<file path="src/sv/itrd_pkg.sv">
// ----------------------------------------------------------------------------
// itrd_pkg
// Shared widths, constants, types and the digit-to-ASCII function of the
// radix digit converter.
// ----------------------------------------------------------------------------
package itrd_pkg;

    localparam int VALUE_WIDTH = 32;
    localparam int IN_VALUE_W  = 32;
    localparam int RADIX_W     = 6;
    localparam int DIGIT_W     = 6;
    localparam int CHAR_W      = 7;
    localparam int IDX_W       = $clog2(VALUE_WIDTH);
    localparam int CNT_W       = $clog2(VALUE_WIDTH + 1);
    localparam int STEP_W      = $clog2(VALUE_WIDTH);

    localparam logic [RADIX_W-1:0] RADIX_MIN = RADIX_W'(2);
    localparam logic [RADIX_W-1:0] RADIX_MAX = RADIX_W'(36);

    localparam logic [CHAR_W-1:0] CHAR_ZERO   = CHAR_W'(48);
    localparam logic [CHAR_W-1:0] CHAR_LETTER = CHAR_W'(65 - 10);
    localparam logic [DIGIT_W-1:0] DIGIT_NINE = DIGIT_W'(9);

    typedef struct packed {
        logic load;
        logic div_step;
        logic store;
        logic read;
        logic show;
        logic err_show;
    } itrd_cmd_t;

    typedef struct packed {
        logic step_last;
        logic quo_zero;
        logic radix_bad;
        logic out_fire;
        logic out_last;
    } itrd_status_t;

    function automatic logic [CHAR_W-1:0] digit_ascii(input logic [DIGIT_W-1:0] d);
        logic [CHAR_W-1:0] base;
        base = (d > DIGIT_NINE) ? CHAR_LETTER : CHAR_ZERO;
        return base + CHAR_W'(d);
    endfunction

endpackage

</file>
<file path="src/sv/itrd_in_if.sv">
// ----------------------------------------------------------------------------
// itrd_in_if
// Request channel: one beat carries a value and the radix to convert it to.
// ----------------------------------------------------------------------------
interface itrd_in_if;

    logic                                  valid;
    logic                                  ready;
    logic [itrd_pkg::IN_VALUE_W-1:0]       value;
    logic [itrd_pkg::RADIX_W-1:0]          radix;

    modport source (output valid, output value, output radix, input ready);
    modport sink   (input valid, input value, input radix, output ready);

endinterface

</file>
<file path="src/sv/itrd_out_if.sv">
// ----------------------------------------------------------------------------
// itrd_out_if
// Digit channel: one beat carries one ASCII digit and its flags.
// ----------------------------------------------------------------------------
interface itrd_out_if;

    logic                           valid;
    logic                           ready;
    logic [itrd_pkg::CHAR_W-1:0]    digit_char;
    logic                           last;
    logic                           bad_radix;

    modport source (output valid, output digit_char, output last, output bad_radix,
                    input ready);
    modport sink   (input valid, input digit_char, input last, input bad_radix,
                    output ready);

endinterface

</file>
<file path="src/sv/itrd_datapath.sv">
// ----------------------------------------------------------------------------
// itrd_datapath
// Bit-serial restoring divider, remainder store and the output register.
// ----------------------------------------------------------------------------
module itrd_datapath (
    input  logic                              clk,
    input  logic                              rst_n,
    input  itrd_pkg::itrd_cmd_t               cmd,
    output itrd_pkg::itrd_status_t            status,
    input  logic [itrd_pkg::IN_VALUE_W-1:0]   value,
    input  logic [itrd_pkg::RADIX_W-1:0]      radix,
    input  logic                              out_ready,
    output logic                              out_valid,
    output logic [itrd_pkg::CHAR_W-1:0]       digit_char,
    output logic                              last,
    output logic                              bad_radix
);

    logic [itrd_pkg::VALUE_WIDTH-1:0] quo_reg, quo_next;
    logic [itrd_pkg::DIGIT_W-1:0]     rem_reg, rem_next;
    logic [itrd_pkg::RADIX_W-1:0]     radix_reg;
    logic [itrd_pkg::STEP_W-1:0]      step_reg;
    logic [itrd_pkg::CNT_W-1:0]       cnt_reg;
    logic [itrd_pkg::CNT_W-1:0]       cnt_m1;
    logic                             out_valid_reg;
    logic [itrd_pkg::CHAR_W-1:0]      digit_char_reg;
    logic                             last_reg;
    logic                             bad_radix_reg;
    logic [itrd_pkg::DIGIT_W-1:0]     rd_data_reg;
    logic [itrd_pkg::DIGIT_W:0]       shifted;
    logic [itrd_pkg::DIGIT_W:0]       diff;
    logic                             fits;

    logic [itrd_pkg::DIGIT_W-1:0]     digit_mem [itrd_pkg::VALUE_WIDTH];

    // One restoring step: bring in the next dividend bit, subtract if it fits.
    always_comb
    begin
        shifted  = {rem_reg, quo_reg[itrd_pkg::VALUE_WIDTH-1]};
        diff     = shifted - {1'b0, radix_reg};
        fits     = shifted >= {1'b0, radix_reg};
        rem_next = fits ? diff[itrd_pkg::DIGIT_W-1:0] : shifted[itrd_pkg::DIGIT_W-1:0];
        quo_next = {quo_reg[itrd_pkg::VALUE_WIDTH-2:0], fits};
    end

    assign cnt_m1 = cnt_reg - itrd_pkg::CNT_W'(1);

    always_ff @(posedge clk or negedge rst_n)
    begin
        if (!rst_n)
        begin
            quo_reg   <= '0;
            rem_reg   <= '0;
            radix_reg <= '0;
            step_reg  <= '0;
            cnt_reg   <= '0;
        end
        else
        begin
            if (cmd.load)
            begin
                quo_reg   <= itrd_pkg::VALUE_WIDTH'(value);
                radix_reg <= radix;
                rem_reg   <= '0;
                step_reg  <= '0;
                cnt_reg   <= '0;
            end
            else if (cmd.div_step)
            begin
                quo_reg  <= quo_next;
                rem_reg  <= rem_next;
                step_reg <= step_reg + itrd_pkg::STEP_W'(1);
            end
            else if (cmd.store)
            begin
                // The quotient stays in place as the next dividend.
                rem_reg  <= '0;
                step_reg <= '0;
                cnt_reg  <= cnt_reg + itrd_pkg::CNT_W'(1);
            end
            else if (cmd.read)
            begin
                cnt_reg <= cnt_m1;
            end
        end
    end

    always_ff @(posedge clk)
    begin
        if (cmd.store)
        begin
            digit_mem[cnt_reg[itrd_pkg::IDX_W-1:0]] <= rem_reg;
        end
        if (cmd.read)
        begin
            rd_data_reg <= digit_mem[cnt_m1[itrd_pkg::IDX_W-1:0]];
        end
    end

    always_ff @(posedge clk or negedge rst_n)
    begin
        if (!rst_n)
        begin
            out_valid_reg <= 1'b0;
        end
        else if (cmd.show || cmd.err_show)
        begin
            out_valid_reg <= 1'b1;
        end
        else if (out_ready)
        begin
            out_valid_reg <= 1'b0;
        end
    end

    always_ff @(posedge clk)
    begin
        if (cmd.err_show)
        begin
            digit_char_reg <= '0;
            last_reg       <= 1'b1;
            bad_radix_reg  <= 1'b1;
        end
        else if (cmd.show)
        begin
            digit_char_reg <= itrd_pkg::digit_ascii(rd_data_reg);
            last_reg       <= (cnt_reg == '0);
            bad_radix_reg  <= 1'b0;
        end
    end

    always_comb
    begin
        status.step_last = (step_reg == itrd_pkg::STEP_W'(itrd_pkg::VALUE_WIDTH - 1));
        status.quo_zero  = (quo_reg == '0);
        status.radix_bad = !(radix inside {[itrd_pkg::RADIX_MIN:itrd_pkg::RADIX_MAX]});
        status.out_fire  = out_valid_reg && out_ready;
        status.out_last  = last_reg;
    end

    assign out_valid  = out_valid_reg;
    assign digit_char = digit_char_reg;
    assign last       = last_reg;
    assign bad_radix  = bad_radix_reg;

endmodule

</file>
<file path="src/sv/itrd_ctrl.sv">
// ----------------------------------------------------------------------------
// itrd_ctrl
// Sequencer: runs one division per digit, then reads the stored digits back
// most significant first and hands them to the output register.
// ----------------------------------------------------------------------------
module itrd_ctrl (
    input  logic                     clk,
    input  logic                     rst_n,
    input  logic                     in_valid,
    output logic                     in_ready,
    input  itrd_pkg::itrd_status_t   status,
    output itrd_pkg::itrd_cmd_t      cmd
);

    typedef enum logic [2:0] {
        S_IDLE,
        S_DIV,
        S_STORE,
        S_READ,
        S_SHOW,
        S_WAIT
    } state_t;

    state_t state_reg, state_next;

    always_comb
    begin
        state_next = state_reg;
        cmd        = '0;
        in_ready   = 1'b0;
        case (state_reg)
            S_IDLE:
            begin
                in_ready = 1'b1;
                if (in_valid)
                begin
                    cmd.load = 1'b1;
                    if (status.radix_bad)
                    begin
                        cmd.err_show = 1'b1;
                        state_next   = S_WAIT;
                    end
                    else
                    begin
                        state_next = S_DIV;
                    end
                end
            end
            S_DIV:
            begin
                cmd.div_step = 1'b1;
                if (status.step_last)
                begin
                    state_next = S_STORE;
                end
            end
            S_STORE:
            begin
                cmd.store  = 1'b1;
                state_next = status.quo_zero ? S_READ : S_DIV;
            end
            S_READ:
            begin
                cmd.read   = 1'b1;
                state_next = S_SHOW;
            end
            S_SHOW:
            begin
                cmd.show   = 1'b1;
                state_next = S_WAIT;
            end
            S_WAIT:
            begin
                if (status.out_fire)
                begin
                    state_next = status.out_last ? S_IDLE : S_READ;
                end
            end
            default:
            begin
                state_next = S_IDLE;
            end
        endcase
    end

    always_ff @(posedge clk or negedge rst_n)
    begin
        if (!rst_n)
        begin
            state_reg <= S_IDLE;
        end
        else
        begin
            state_reg <= state_next;
        end
    end

endmodule

</file>
<file path="src/sv/integer_to_radix_digits_unit.sv">
// ----------------------------------------------------------------------------
// integer_to_radix_digits_unit
// Converts an unsigned integer to ASCII digits in a radix from 2 to 36.
// ----------------------------------------------------------------------------
// Each request beat carries a value and a radix; the unit answers with one
// digit beat per digit, most significant first, with last set on the final
// one. A zero value gives the single digit '0'. A radix outside 2..36 gives a
// single beat with bad_radix and last set and digit_char zero. Digits come
// from a bit-serial restoring divider that produces one quotient bit per
// cycle; each digit takes a pass over every dividend bit and a store, and
// once all digits are stored each is read back, shown and held until the
// digit channel takes it. One request is handled at a time and the next is
// taken once the last digit beat of the current one has gone out.
module integer_to_radix_digits_unit (
    input  logic       clk,
    input  logic       rst_n,
    itrd_in_if.sink    request,
    itrd_out_if.source digits
);

    itrd_pkg::itrd_cmd_t    cmd;
    itrd_pkg::itrd_status_t status;

    itrd_ctrl u_ctrl (
        .clk      (clk),
        .rst_n    (rst_n),
        .in_valid (request.valid),
        .in_ready (request.ready),
        .status   (status),
        .cmd      (cmd)
    );

    itrd_datapath u_datapath (
        .clk        (clk),
        .rst_n      (rst_n),
        .cmd        (cmd),
        .status     (status),
        .value      (request.value),
        .radix      (request.radix),
        .out_ready  (digits.ready),
        .out_valid  (digits.valid),
        .digit_char (digits.digit_char),
        .last       (digits.last),
        .bad_radix  (digits.bad_radix)
    );

    // No digit beat may be pending while a new request can be taken.
    assert property (@(posedge clk) disable iff (!rst_n)
        request.ready |-> !digits.valid)
        else $error("digit beat pending while request channel is ready");

    // An error beat is always a lone, empty, final beat.
    assert property (@(posedge clk) disable iff (!rst_n)
        (digits.valid && digits.bad_radix) |-> (digits.last && digits.digit_char == '0))
        else $error("bad radix beat is not a single empty final beat");

    // A request with an unusable radix is answered by an error beat at once.
    assert property (@(posedge clk) disable iff (!rst_n)
        (request.valid && request.ready &&
         (request.radix < itrd_pkg::RADIX_MIN || request.radix > itrd_pkg::RADIX_MAX))
        |=> (digits.valid && digits.bad_radix))
        else $error("bad radix request not answered by an error beat");

endmodule
</file>
<file path="src/flat_wrapper.sv">
// flat-port wrapper written by rule: the top's interface ports become plain ports
module integer_to_radix_digits_unit_flat 
  (clk, rst_n, request_valid, request_value, request_radix, request_ready, digits_valid, digits_digit_char, digits_last, digits_bad_radix, digits_ready);
  itrd_in_if request_i ();
  itrd_out_if digits_i ();
  input  logic clk;
  input  logic rst_n;
  input wire logic [$bits(request_i.valid)-1:0] request_valid;
  input wire logic [$bits(request_i.value)-1:0] request_value;
  input wire logic [$bits(request_i.radix)-1:0] request_radix;
  output wire logic [$bits(request_i.ready)-1:0] request_ready;
  output wire logic [$bits(digits_i.valid)-1:0] digits_valid;
  output wire logic [$bits(digits_i.digit_char)-1:0] digits_digit_char;
  output wire logic [$bits(digits_i.last)-1:0] digits_last;
  output wire logic [$bits(digits_i.bad_radix)-1:0] digits_bad_radix;
  input wire logic [$bits(digits_i.ready)-1:0] digits_ready;
  assign request_i.valid = request_valid;
  assign request_i.value = request_value;
  assign request_i.radix = request_radix;
  assign request_ready = request_i.ready;
  assign digits_valid = digits_i.valid;
  assign digits_digit_char = digits_i.digit_char;
  assign digits_last = digits_i.last;
  assign digits_bad_radix = digits_i.bad_radix;
  assign digits_i.ready = digits_ready;
  integer_to_radix_digits_unit u_core (.clk(clk), .rst_n(rst_n), .request(request_i), .digits(digits_i));
endmodule
</file>
<file path="config.mk">
export PLATFORM = sky130hd
export DESIGN_NAME = integer_to_radix_digits_unit_flat
export DESIGN_NICKNAME = d
export VERILOG_FILES = /design/src/sv/itrd_pkg.sv /design/src/sv/itrd_in_if.sv /design/src/sv/itrd_out_if.sv /design/src/sv/itrd_datapath.sv /design/src/sv/itrd_ctrl.sv /design/src/sv/integer_to_radix_digits_unit.sv /design/src/flat_wrapper.sv
export SDC_FILE = /design/constraint.sdc
export NUM_CORES = 1
export LEC_CHECK = 0
export ABC_AREA = 1
export BUFFER_PORTS_ARGS = -buffer_cell sky130_fd_sc_hd__buf_2
export CAP_MARGIN = 20
export CORE_ASPECT_RATIO = 1.4
export CORE_UTILIZATION = 62
export CTS_BUF_LIST = sky130_fd_sc_hd__clkbuf_16
export DETAILED_ROUTE_END_ITERATION = 8
export GPL_ROUTABILITY_DRIVEN = 1
export GPL_TIMING_DRIVEN = 0
export HOLD_SLACK_MARGIN = 0.03
export PLACE_DENSITY = 0.8
export SYNTH_ARGS = -nofsm -noshare
export SYNTH_HDL_FRONTEND = slang
export SYNTH_SLANG_ARGS = --single-unit
</file>
<file path="constraint.sdc">
create_clock -name clk -period 2.98 [get_ports clk]
set_input_delay 0.596 -clock clk [delete_from_list [all_inputs] [get_ports clk]]
set_output_delay 0.596 -clock clk [all_outputs]
set_load 0.02 [all_outputs]
</file>
# == Word-level counts from Yosys, hierarchy flattened ==
# Memories as Yosys holds them, arrays and structs flattened. A register that Yosys moved wholly into a read port is not among the register bits.
# Cells that the tools add are included.
# word_totals
reg_bits,68
ram_bits,192
in_bits,42
out_inout_bits,11
memories,1
# memory_table
memory,depth,word_bits,read_ports,rd_clocked_by_memory_dff,wr,line_no,source
u_core.u_datapath.digit_mem,32,6,1,1,1,itrd_datapath.sv:34,logic [itrd_pkg::DIGIT_W-1:0] digit_mem [itrd_pkg::VALUE_WIDTH];
# classes
add_sub_neg,5
order_cmp,4
n_eq_ne,10
mux,35
n_reduce_logical,12
# ops
cell,count
32-bit 2-to-1 mux,2
6-bit 2-to-1 mux,8
32-bit logical NOT,1
3-bit case mux with 6 select lines,1
3-bit 2-to-1 mux,5
5-bit 2-to-1 mux,3
1-bit 2-to-1 mux,14
6-bit by 6-bit adder with 7-bit output,1
7-bit by 6-bit greater-or-equal comparator with 1-bit output,1
6-bit by 1-bit adder with 6-bit output (second input constant),1
3-bit by 2-bit == test with 1-bit output (second input constant),2
3-bit == test (second input constant),2
6-bit by 2-bit greater-or-equal comparator with 1-bit output (second input constant),1
6-bit by 4-bit greater-than comparator with 1-bit output (second input constant),1
6-bit <= comparator (second input constant),1
6-bit logical NOT,1
2-bit by 1-bit inequality test with 1-bit output (second input constant),3
3-bit nonzero test,2
6-bit by 1-bit subtractor with 6-bit output (second input constant),1
6-bit subtractor,1
5-bit by 1-bit adder with 5-bit output (second input constant),1
5-bit == test (second input constant),1
2-bit 2-to-1 mux,2
2-bit nonzero test,2
7 further kinds,8

# == Depth between registers and ports, before layout ==
# Gate-level depths: netlist of the first run.
# depth
depth_word,7
ltp_mapped,13
depth_no_buf,11

# == Hierarchy ==
# From an unflattened synthesis of the first run, not the netlist that was laid out.
# unflattened
hier_cells,1342
area_unflattened_um2,12474.5
# modules_own_cells
mod,instances,cells_per_inst,area_per_inst_um2,seq_area_each_um2
itrd_datapath,1,1298,12224.2,7527.2
itrd_ctrl,1,44,250.2,75.1

# == Worst setup path after synthesis of the first run ==
# Ideal clock, no wire load.
# synth_timing
path_type,register to register
start,register u_core.u_datapath.cnt_reg[0] in the netlist's numbering
end,"memory u_core.u_datapath.digit_mem[16][0] in the netlist's numbering, enable pin"
arrival_ns,1.884
slack_ns,0.719
path_stages_with_launch,8
period_less_slack_ns,2.261
path_cell_list,dfrtp_1 -> buf_2 -> inv_2 -> buf_2 -> buf_2 -> ha_1 -> nand3_1 -> nor3_1
# synth_rtl
element,line_no,source
"start, declared",itrd_datapath.sv:23,logic [itrd_pkg::CNT_W-1:0] cnt_reg;
"start signal, assigned",itrd_datapath.sv:79,cnt_reg <= cnt_reg + itrd_pkg::CNT_W'(1);
"start signal, assigned",itrd_datapath.sv:83,cnt_reg <= cnt_m1;
"end, declared",itrd_datapath.sv:34,
# Straight into the memory's write port.

# == Final worst setup path of the first run ==
# layout_timing
start,register u_core.u_datapath.cnt_reg[0] in the netlist's numbering
end,"register u_core.u_datapath.rd_data_reg[1] in the netlist's numbering, read port of u_core.u_datapath.digit_mem, data pin"
# layout_via
elab_chain_len,1
# layout_lines
element,line_no,source
6-bit by 1-bit subtractor with 6-bit output,itrd_datapath.sv:46,assign cnt_m1 = cnt_reg - itrd_pkg::CNT_W'(1);
"end, declared",itrd_datapath.sv:29,logic [itrd_pkg::DIGIT_W-1:0] rd_data_reg;
# No other way between the ends.
# A chain may end at the register's enable or synchronous reset.

==> results.sh, run 1 <==
export IMPL_die_area_um2=20890
export IMPL_via_per_inst=5.607
export IMPL_dp_hpwl_mm=21.63
export IMPL_end_kind="flip-flop"
export IMPL_layout_min_cycle_time_ps=2905
export IMPL_wirelength_mm=30.14
export IMPL_cts_buffers=24
export IMPL_r2r_setup_slack_ps=70
export IMPL_synth_area_um2=12590
export IMPL_layout_setup_ws_ps=74.95
export IMPL_wl_per_cell_um=17.81
export IMPL_layout_common_cells="411 x nand2_1, 235 x inv_1, 198 x edfxtp_1"
export IMPL_portBuffers=52
export IMPL_drv_slew=0
export IMPL_antenna_found_initial=0
export IMPL_hold_class="input port to asynchronous set/reset pin"
export IMPL_syn_area_per_cell_um2=9.419
export IMPL_holdWs_ps=141.0
export IMPL_vias=9487
export IMPL_power_density_nw_per_um2=502.7
export IMPL_htreeDepth=1
export IMPL_setup_viol=0
export IMPL_dieWidth_um=122.5
export IMPL_overflow=0
export IMPL_p_seq_frac=0.552
export IMPL_place_ws_ps=-12.29
export IMPL_syn_to_final_growth_pct=12.65
export IMPL_skew_ps=7.910
export IMPL_postRouteAntennaNets=0
export IMPL_synth_net_count=1396
export IMPL_synth_distinct_cells=42
export IMPL_drtIter0Drc=992
export IMPL_place_gp_congestion=0.8975
export IMPL_rsz0062_at_grt="no"
export IMPL_ys_ff_latch=266
export IMPL_drc=0
export IMPL_critPathArrivalTime_ps=3270
export IMPL_cts_resized=5
export IMPL_drive_above_1_share=0.1222
export IMPL_place_inst=1648
export IMPL_cp_max_fo=11
export IMPL_reg2reg_to="u_core.u_datapath.rd_data_reg[1]$_DFFE_PP_"
export IMPL_grt_pass1_vias=9245
export IMPL_cts_num_sinks=266
export IMPL_clockPowerShare=0.441
export IMPL_clk_pin_slew_ps=70
export IMPL_clockBufferDepth=3
export IMPL_crit_required_ps=3340
export IMPL_fillerInstances=1416
export IMPL_rows=61
export IMPL_r2r_start="u_core.u_datapath.cnt_reg[0]$_DFFE_PN0P_"
export IMPL_synth_warning_count=0
export IMPL_postCtsSetupRepairBufs=0
export IMPL_total_leakage_power_nw=6.478
export IMPL_p_sw_frac=0.1883
export IMPL_crit_path_start_kind="flip-flop"
export IMPL_cts_hold_buffers=0
export IMPL_final_common_cell="nand2_1"
export IMPL_outcome="complete, no violations"
export IMPL_crit_path_end="u_core.u_datapath.rd_data_reg[1]$_DFFE_PP_"
export IMPL_seq_area_frac_synth=0.6037
export IMPL_crit_start="u_core.u_datapath.cnt_reg[0]$_DFFE_PN0P_"
export IMPL_vdd_ir_drop_max_v=0.0004810
export IMPL_grt_max_degree=33
export IMPL_slew_headroom=0.3649
export IMPL_p_sw_mw=1.343
export IMPL_critPathKind="flip-flop to flip-flop"
export IMPL_antenna_cells=0
export IMPL_grt_pass1_wl_mm=46.96
export IMPL_die_h_um=170.6
export IMPL_worstMarginPinSlew_ps=945.3
export IMPL_r2r_cells=13
export IMPL_hold_viol=0
export IMPL_cts_tree="done"
export IMPL_netlist_instances=1337
export IMPL_coreArea_um2=19920
export IMPL_final_nets=1481
export IMPL_clock_fmax_mhz=344.2
export IMPL_cts_root_buf="clkbuf_16"
export IMPL_start_util=0.6322
export IMPL_finalCritPeriodShare=0.9748
export IMPL_cap_violations=0
export IMPL_fin_cells=1692
export IMPL_largest_reg_flops=192
export IMPL_grt_usage=0.3008
export IMPL_ios=53
export IMPL_insertion_delay_ps=520
export IMPL_dr_pass1_iters=8
export IMPL_p_comb_frac=0.007
export IMPL_p_int_mw=5.788
per-layer routing:
metal,wire length (um),track usage
met5,0,0
met4,1890,0.1760
met1,10530,0.3383
met2,15730,0.5413
met3,1997,0.03700
cells in the mapped netlist:
cell | count | share of area
buf_6 | 6 | 0.0054
fa_1 | 2 | 0.0032
o211ai_1 | 5 | 0.0030
buf_4 | 3 | 0.0018
o21ai_1 | 4 | 0.0016
a31oi_1 | 1 | 0.00050
nand3_2 | 16 | 0.013
nand4_1 | 3 | 0.0015
nor2_1 | 58 | 0.017
nor4_1 | 1 | 0.00050
clkinv_2 | 1 | 0.00040
buf_2 | 27 | 0.011
xor2_1 | 4 | 0.0028
or2_1 | 1 | 0.00050
xnor2_1 | 1 | 0.00070
inv_2 | 7 | 0.0021
xor2_2 | 2 | 0.0026
nor3_4 | 1 | 0.0013
or2_2 | 2 | 0.00099
dfrtp_1 | 59 | 0.12
nand3b_1 | 6 | 0.0036
nor2_2 | 3 | 0.0015
a21o_1 | 1 | 0.00060
nand2_4 | 1 | 0.00089
a21boi_0 | 1 | 0.00060
and2_1 | 1 | 0.00050
dfxtp_1 | 9 | 0.014
nand2_2 | 3 | 0.0015
o221ai_1 | 29 | 0.020
clkbuf_8 | 3 | 0.0033
inv_1 | 229 | 0.068
nand3_1 | 164 | 0.065
o21ai_0 | 19 | 0.0076
a21oi_1 | 10 | 0.0040
edfxtp_1 | 198 | 0.47
a22oi_1 | 1 | 0.00060
xnor2_2 | 1 | 0.0013
ha_1 | 15 | 0.015
a22o_1 | 2 | 0.0014
clkbuf_1 | 17 | 0.0051
nand2_1 | 411 | 0.12
nor3_1 | 9 | 0.0036
final cells by class:
type                       instances  area (um^2)  area share
clock buffer                      26        650.6     0.04586
inverter                         237        890.9     0.06280
multi-input combinational        778         3784      0.2667
tap                              252        315.3     0.02223
buffer                            56        337.8     0.02381
sequential                       266         7602      0.5359
clock inverter                    18        160.2     0.01129
timing repair buffer              59        445.4     0.03140
kinds of logic (layout without fill, tap and decap cells):
logic type,after synthesis,in the layout,share of synthesized area
flip-flops,266,266,0.6037
adder cells (fa/ha/maj),17,17,0.01808
XOR/XNOR,8,8,0.007352
AO/OA/AOI/OAI,73,73,0.03994
AND/OR/NAND/NOR,680,680,0.2340
buffers and inverters,293,396,0.09697
worst max-delay path: stages, from the launching register on:
cell,delay (ps)
dfrtp_1,410
buf_2,180
inv_2,70
buf_2,250
clkbuf_4,280
ha_2,320
inv_1,190
clkbuf_2,310
nand3_1,150
nand3_1,120
nand3_1,160
nand2_1,110
nand2_1,60
nand2_1,120
worst min-delay path by stage:
stage | slack [ps] | startpoint | to
5_1_grt | 190 | rst_n | u_core.u_datapath.quo_reg[25]$_DFFE_PN0P_
2_1_floorplan | 300 | rst_n | u_core.u_ctrl.state_reg[0]$_DFFE_PN0P_
4_1_cts | 160 | rst_n | u_core.u_datapath.quo_reg[24]$_DFFE_PN0P_
3_5_place_dp | 440 | u_core.u_datapath.bad_radix$_SDFFE_PP1P_ | u_core.u_datapath.bad_radix$_SDFFE_PP1P_
6_report | 140 | rst_n | u_core.u_datapath.quo_reg[24]$_DFFE_PN0P_
3_3_place_gp | 440 | u_core.u_datapath.bad_radix$_SDFFE_PP1P_ | u_core.u_datapath.bad_radix$_SDFFE_PP1P_
power by group through the flow:
stage	clock (mW)	combinational (mW)	sequential, mW
after floorplan	0	0.00348	4.01
after global placement	0	0.0476	4.01
after detailed placement	0	0.0513	4.01
after CTS	3.15	0.0514	3.94
after global routing	3.30	0.0563	3.93
final	3.15	0.0500	3.94
per-stage QoR:
step	util	total power [mW]	TNS (ps)	cell area [um^2]
after floorplan	-	4.017	0	12590
after global placement	0.6611	4.061	-21.78	13170
after detailed placement	0.6704	4.065	-22.50	13350
after CTS	0.7120	7.137	0	14180
after global routing	0.7121	7.284	0	14190
final	0.7121	7.131	0	14190
Power figures use the tool's default switching activity.
==> inputs of run 2 (changes only) <==
--- a/config.mk
+++ b/config.mk
@@ -13,7 +13,6 @@
 export CTS_BUF_LIST = sky130_fd_sc_hd__clkbuf_16
 export DETAILED_ROUTE_END_ITERATION = 8
 export GPL_ROUTABILITY_DRIVEN = 1
-export GPL_TIMING_DRIVEN = 0
 export HOLD_SLACK_MARGIN = 0.03
 export PLACE_DENSITY = 0.8
 export SYNTH_ARGS = -nofsm -noshare
==> results.sh, run 2 (same netlist as run 1, synthesis figures left out) <==
export IMPL_outcome="complete, no violations"
export IMPL_min_to="u_core.u_datapath.quo_reg[3]$_DFFE_PN0P_"
export IMPL_place_gp_congestion=0.8894
export IMPL_end_kind="flip-flop"
export IMPL_wirelength_mm=28.88
export IMPL_drive_above_1_share=0.1049
export IMPL_crit_chain="buf_4, ha_1, nand2_1, nor2_1"
export IMPL_vias=9353
export IMPL_dr_pass1_iters=6
export IMPL_cts_tree="done"
export IMPL_ios=53
export IMPL_overflow=0
export IMPL_rsz0062_at_grt="no"
export IMPL_layout_common_cells="411 x nand2_1, 236 x inv_1, 198 x edfxtp_1"
export IMPL_coreArea_um2=19920
export IMPL_clockBufferDepth=3
export IMPL_cts_hold_buffers=1
export IMPL_tns_ps=0
export IMPL_wl_met1_mm=10.89
export IMPL_largest_reg_flops=192
export IMPL_postRouteAntennaNets=0
export IMPL_critPathSlowestCell="nor2_1"
export IMPL_vdd_ir_drop_max_v=0.0005084
export IMPL_grt_pass1_wl_mm=45.65
export IMPL_slowest_delay_ps=540
export IMPL_insertion_delay_ps=520
export IMPL_start_util=0.6322
export IMPL_timing_critical_path_max_delay_family="simple AND/OR/NAND/NOR gates"
export IMPL_postCtsSetupRepairBufs=0
export IMPL_r2r_start="u_core.u_datapath.cnt_reg[0]$_DFFE_PN0P_"
export IMPL_drv_slew=0
export IMPL_path_buf_inv=1
export IMPL_holdWs_ps=284.3
export IMPL_drc=0
export IMPL_r2r_setup_slack_ps=570
export IMPL_rows=61
export IMPL_cts_resized=0
export IMPL_htreeDepth=1
export IMPL_critPathKind="flip-flop to flip-flop"
export IMPL_finalCritPeriodShare=0.8088
export IMPL_cts_num_sinks=266
export IMPL_clk_pin_slew_ps=70
export IMPL_cts_root_buf="clkbuf_16"
export IMPL_layout_min_cycle_time_ps=2410
export IMPL_top_layer="met4"
export IMPL_antenna_found_initial=0
export IMPL_die_h_um=170.6
export IMPL_die_area_um2=20890
export IMPL_fillerInstances=1440
export IMPL_clock_fmax_mhz=414.9
export IMPL_power_density_nw_per_um2=513.5
export IMPL_grt_pass1_vias=9119
export IMPL_worstMarginPinSlew_ps=813.3
export IMPL_slew_headroom=0.4558
export IMPL_holdPathStages=3
export IMPL_multi_input_area_um2=3770
export IMPL_regArea_um2=7604
export IMPL_r2r_cells=4
export IMPL_setup_viol=0
export IMPL_crit_path_start_kind="flip-flop"
export IMPL_wl_per_cell_um=17.46
export IMPL_dieWidth_um=122.5
export IMPL_grt_max_degree=75
export IMPL_hold_class="input port to flip-flop"
export IMPL_cp_max_fo=67
export IMPL_skew_ps=10.89
export IMPL_total_leakage_power_nw=6.319
export IMPL_syn_to_final_growth_pct=9.926
export IMPL_cts_buffers=24
export IMPL_reg2reg_to="u_core.u_datapath.digit_mem[19][4]$_DFFE_PP_"
export IMPL_critPathArrivalTime_ps=2560
export IMPL_hold_start="request_value[3]"
export IMPL_crit_required_ps=3130
export IMPL_drtIter0Drc=1098
export IMPL_antenna_cells=0
export IMPL_final_nets=1443
export IMPL_portBuffers=52
export IMPL_final_common_cell="nand2_1"
export IMPL_wl_met2_mm=14.71
export IMPL_via_per_inst=5.655
export IMPL_dp_hpwl_mm=18.59
export IMPL_cap_violations=0
export IMPL_grt_usage=0.2875
export IMPL_hold_viol=0
export IMPL_met3_length_mm=1.979
-- run 2: cell count changes in the layout (fill, tap and decap cells not counted), sizes merged --
| cell | before | now |
|---|---|---|
| dlygate4sd3 | 0 | 1 |
| clkbuf | 47 | 26 |
| clkinv | 7 | 8 |
| buf | 94 | 76 |
| inv | 243 | 244 |
| clkinvlp | 2 | 0 |
-- run 2: per-stage QoR --
stage	power [mW]	instance area [um^2]	utilization	setup WS [ps]	cells
6_report	7.109	13840	0.6949	569.9	1654
5_1_grt	7.281	13840	0.6949	446.3	1654
4_1_cts	7.123	13840	0.6949	575.0	1654
3_5_place_dp	4.066	13030	0.6542	572.5	1609
3_3_place_gp	4.065	13030	0.6542	644.3	1609
2_1_floorplan	4.017	12590	-	719.4	1337
-- run 2: how the worst max path moves through the flow --
stage / to / slack [ps] / start / cells after the start
detailed placement: u_core.u_datapath.digit_mem[21][4]$_DFFE_PP_ / 570 / u_core.u_datapath.cnt_reg[0]$_DFFE_PN0P_ / 4
global placement: u_core.u_datapath.digit_mem[1][0]$_DFFE_PP_ / 640 / u_core.u_datapath.cnt_reg[0]$_DFFE_PN0P_ / 4
CTS: u_core.u_datapath.digit_mem[21][4]$_DFFE_PP_ / 570 / u_core.u_datapath.cnt_reg[0]$_DFFE_PN0P_ / 4
global route: u_core.u_datapath.digit_mem[19][4]$_DFFE_PP_ / 450 / u_core.u_datapath.cnt_reg[0]$_DFFE_PN0P_ / 4
floorplan: u_core.u_datapath.digit_mem[16][0]$_DFFE_PP_ / 720 / u_core.u_datapath.cnt_reg[0]$_DFFE_PN0P_ / 7
finish: u_core.u_datapath.digit_mem[19][4]$_DFFE_PP_ / 570 / u_core.u_datapath.cnt_reg[0]$_DFFE_PN0P_ / 4
-- run 2: area by class of cell --
class,instances,area share
multi-input combinational,778,0.2723
timing repair buffer,77,0.03344
sequential,266,0.5493
inverter,237,0.06435
clock buffer,26,0.04700
tap,252,0.02278
clock inverter,18,0.01085
-- run 2: report_power, final --
part                   switching, mW  internal, mW
combinational                 0.0290        0.0233
sequential     0.0000000000000000663          3.94
clock                           1.30          1.82
-- run 2: routing by layer --
layer,up-vias,track usage
li1,4406,-
met4,0,0.1516
met1,4394,0.3447
met5,-,0
met3,101,0.03867
met2,452,0.4995
-- run 2: worst register-to-register path, cell delays in order (launching register included) --
cell and delay, ps:
dfrtp_2 380, buf_4 530, ha_1 330, nand2_1 260, nor2_1 540
==> inputs of run 3 (changes only) <==
--- a/config.mk
+++ b/config.mk
@@ -9,12 +9,12 @@
 export BUFFER_PORTS_ARGS = -buffer_cell sky130_fd_sc_hd__buf_2
 export CAP_MARGIN = 20
 export CORE_ASPECT_RATIO = 1.4
-export CORE_UTILIZATION = 62
+export CORE_UTILIZATION = 56
 export CTS_BUF_LIST = sky130_fd_sc_hd__clkbuf_16
 export DETAILED_ROUTE_END_ITERATION = 8
 export GPL_ROUTABILITY_DRIVEN = 1
 export HOLD_SLACK_MARGIN = 0.03
-export PLACE_DENSITY = 0.8
+export PLACE_DENSITY = 0.76
 export SYNTH_ARGS = -nofsm -noshare
 export SYNTH_HDL_FRONTEND = slang
 export SYNTH_SLANG_ARGS = --single-unit
==> constraint.sdc (replaced) <==
create_clock -name clk -period 2.12 [get_ports clk]
set_input_delay 0.424 -clock clk [delete_from_list [all_inputs] [get_ports clk]]
set_output_delay 0.424 -clock clk [all_outputs]
set_load 0.02 [all_outputs]
==> results.sh, run 3 (same netlist as run 1, synthesis figures left out) <==
export IMPL_outcome="complete, no violations"
export IMPL_min_to="u_core.u_datapath.quo_reg[18]$_DFFE_PN0P_"
export IMPL_vdd_ir_drop_max_v=0.0007361
export IMPL_p_seq_frac=0.541
export IMPL_cts_buffers=24
export IMPL_die_area_um2=23100
export IMPL_fillerInstances=1727
export IMPL_crit_path_start_kind="flip-flop"
export IMPL_portBuffers=52
export IMPL_critPathArrivalTime_ps=2430
export IMPL_finalCritPeriodShare=0.9582
export IMPL_setup_viol=0
export IMPL_drv_slew=0
export IMPL_cp_max_fo=4
export IMPL_grt_pass1_wl_mm=48.73
export IMPL_antenna_found_initial=0
export IMPL_rows=64
export IMPL_cts_num_sinks=266
export IMPL_wl_per_cell_um=17.40
export IMPL_power_density_nw_per_um2=710.2
export IMPL_syn_to_final_growth_pct=14.33
export IMPL_start_util=0.5740
export IMPL_final_common_cell="nand2_1"
export IMPL_layout_min_cycle_time_ps=2031
export IMPL_crit_required_ps=2520
export IMPL_grt_usage=0.2727
export IMPL_insertion_delay_ps=520
export IMPL_hold_class="input port to flip-flop"
export IMPL_skew_ps=9.682
export IMPL_critPathKind="flip-flop to flip-flop"
export IMPL_r2r_cells=10
export IMPL_layout_setup_ws_ps=88.71
export IMPL_slew_headroom=0.4756
export IMPL_total_leakage_power_nw=6.570
export IMPL_cts_root_buf="clkbuf_16"
export IMPL_p_comb_frac=0.007
export IMPL_dp_hpwl_mm=20.15
export IMPL_layout_common_cells="411 x nand2_1, 229 x inv_1, 198 x edfxtp_1"
export IMPL_placed_cell_area_um2=13530
export IMPL_overflow=0
export IMPL_end_kind="flip-flop"
export IMPL_final_util=0.6562
export IMPL_final_nets=1491
export IMPL_ios=53
export IMPL_r2r_setup_slack_ps=90
export IMPL_place_inst=1701
export IMPL_grt_pass1_vias=9371
export IMPL_wirelength_mm=30.39
export IMPL_clockBufferDepth=3
export IMPL_coreArea_um2=21940
export IMPL_drtIter0Drc=771
export IMPL_clk_pin_slew_ps=70
export IMPL_crit_chain="nor2_1, nand2_1, ha_1, inv_1, fa_1, inv_1, nand2_1, a21oi_2, xor2_1, a21oi_1"
export IMPL_r2r_start="u_core.u_datapath.rd_data_reg[5]$_DFFE_PP_"
export IMPL_p_sw_mw=2.004
export IMPL_largest_reg_flops=192
export IMPL_p_total_mw=10.22
export IMPL_design_area_um2=14400
export IMPL_dr_pass1_iters=5
export IMPL_place_ws_ps=132.5
export IMPL_via_per_inst=5.388
export IMPL_critPathSlowestCell="edfxtp_1"
export IMPL_antenna_cells=0
export IMPL_grt_max_degree=99
export IMPL_p_sw_frac=0.1960
export IMPL_postRouteAntennaNets=0
export IMPL_drive_above_1_share=0.1407
export IMPL_worstMarginPinSlew_ps=783.7
export IMPL_vias=9412
export IMPL_cap_violations=0
export IMPL_clock_fmax_mhz=492.3
export IMPL_hold_start="request_value[18]"
export IMPL_cts_tree="done"
export IMPL_slowest_delay_ps=460
export IMPL_clockPowerShare=0.452
export IMPL_hold_viol=0
export IMPL_die_h_um=179.4
export IMPL_holdPathStages=3
export IMPL_reg2reg_to="u_core.u_datapath.digit_char[4]$_SDFFE_PP0P_"
export IMPL_fin_cells=1747
export IMPL_drc=0
export IMPL_p_int_mw=8.221
export IMPL_place_gp_congestion=0.9474
export IMPL_htreeDepth=1
export IMPL_dieWidth_um=128.7
run 3: cell count changes in the layout (fill, tap and decap cells not counted), sizes merged:
cell      change
buf          +48
bufinv        +1
clkbuf        -1
clkinv        +2
clkinvlp      +4
inv           -6
run 3: routing by layer:
metal  vias to the layer above  track usage  part of all wire
met5                         -            0                 0
met4                         0       0.1256             0.041
met3                        97      0.03631             0.061
met2                       386       0.4871              0.53
met1                      4418       0.3220              0.37
li1                       4511            -                 -
run 3: worst max path at each step:
stage / startpoint / end / cells after the start
CTS: u_core.u_datapath.rd_data_reg[1]$_DFFE_PP_ / u_core.u_datapath.digit_char[4]$_SDFFE_PP0P_ / 10
detailed placement: u_core.u_datapath.rd_data_reg[1]$_DFFE_PP_ / u_core.u_datapath.digit_char[4]$_SDFFE_PP0P_ / 10
global placement: u_core.u_datapath.cnt_reg[0]$_DFFE_PN0P_ / u_core.u_datapath.rd_data_reg[4]$_DFFE_PP_ / 10
floorplan: u_core.u_datapath.cnt_reg[0]$_DFFE_PN0P_ / u_core.u_datapath.rd_data_reg[4]$_DFFE_PP_ / 12
finish: u_core.u_datapath.rd_data_reg[5]$_DFFE_PP_ / u_core.u_datapath.digit_char[4]$_SDFFE_PP0P_ / 10
global route: u_core.u_datapath.rd_data_reg[1]$_DFFE_PP_ / u_core.u_datapath.digit_char[4]$_SDFFE_PP0P_ / 10
run 3: critical path: cells and delay by family (launching register included):
family,cells,cell delay [ps]
flops,1,460
xor+xnor,1,160
simple gates,3,310
compound gates,2,270
buf+inv,2,130
fa+ha+maj,2,560
run 3: timing repair:
item	CTS	global route
endpoints found under the hold margin	24	0
endpoints found under the setup margin	0	1
buffers inserted	0	1
gates resized for setup	0	1
hold buffers	1	0
run 3: through the flow:
step / TNS [ps] / hold WS [ps]
final: 0 / 107.7
after global routing: -28.36 / 107.2
after CTS: 0 / 101.5
after detailed placement: 0 / 443.0
after global placement: 0 / 439.0
after floorplan: 0 / 128.4
run 3: final cells by class:
class                   count  area (um^2)  share of cell area
flip-flops and latches    266         7604              0.5281
well taps                 297        371.6             0.02581
clock inverters            19        217.7             0.01512
repair buffers            125        885.9             0.06153
clock buffers              25        625.6             0.04345
multi-input cells         778         3802              0.2641
inverters                 237        890.9             0.06188
run 3: power groups by stage:
| stage | clock network (mW) | logic (mW) | registers, mW |
|---|---|---|---|
| global placement | 0 | 0.0738 | 5.64 |
| global route | 4.86 | 0.0824 | 5.53 |
| finish | 4.62 | 0.0742 | 5.53 |
| floorplan | 0 | 0.00489 | 5.64 |
| CTS | 4.67 | 0.0759 | 5.53 |
| detailed placement | 0 | 0.0743 | 5.64 |
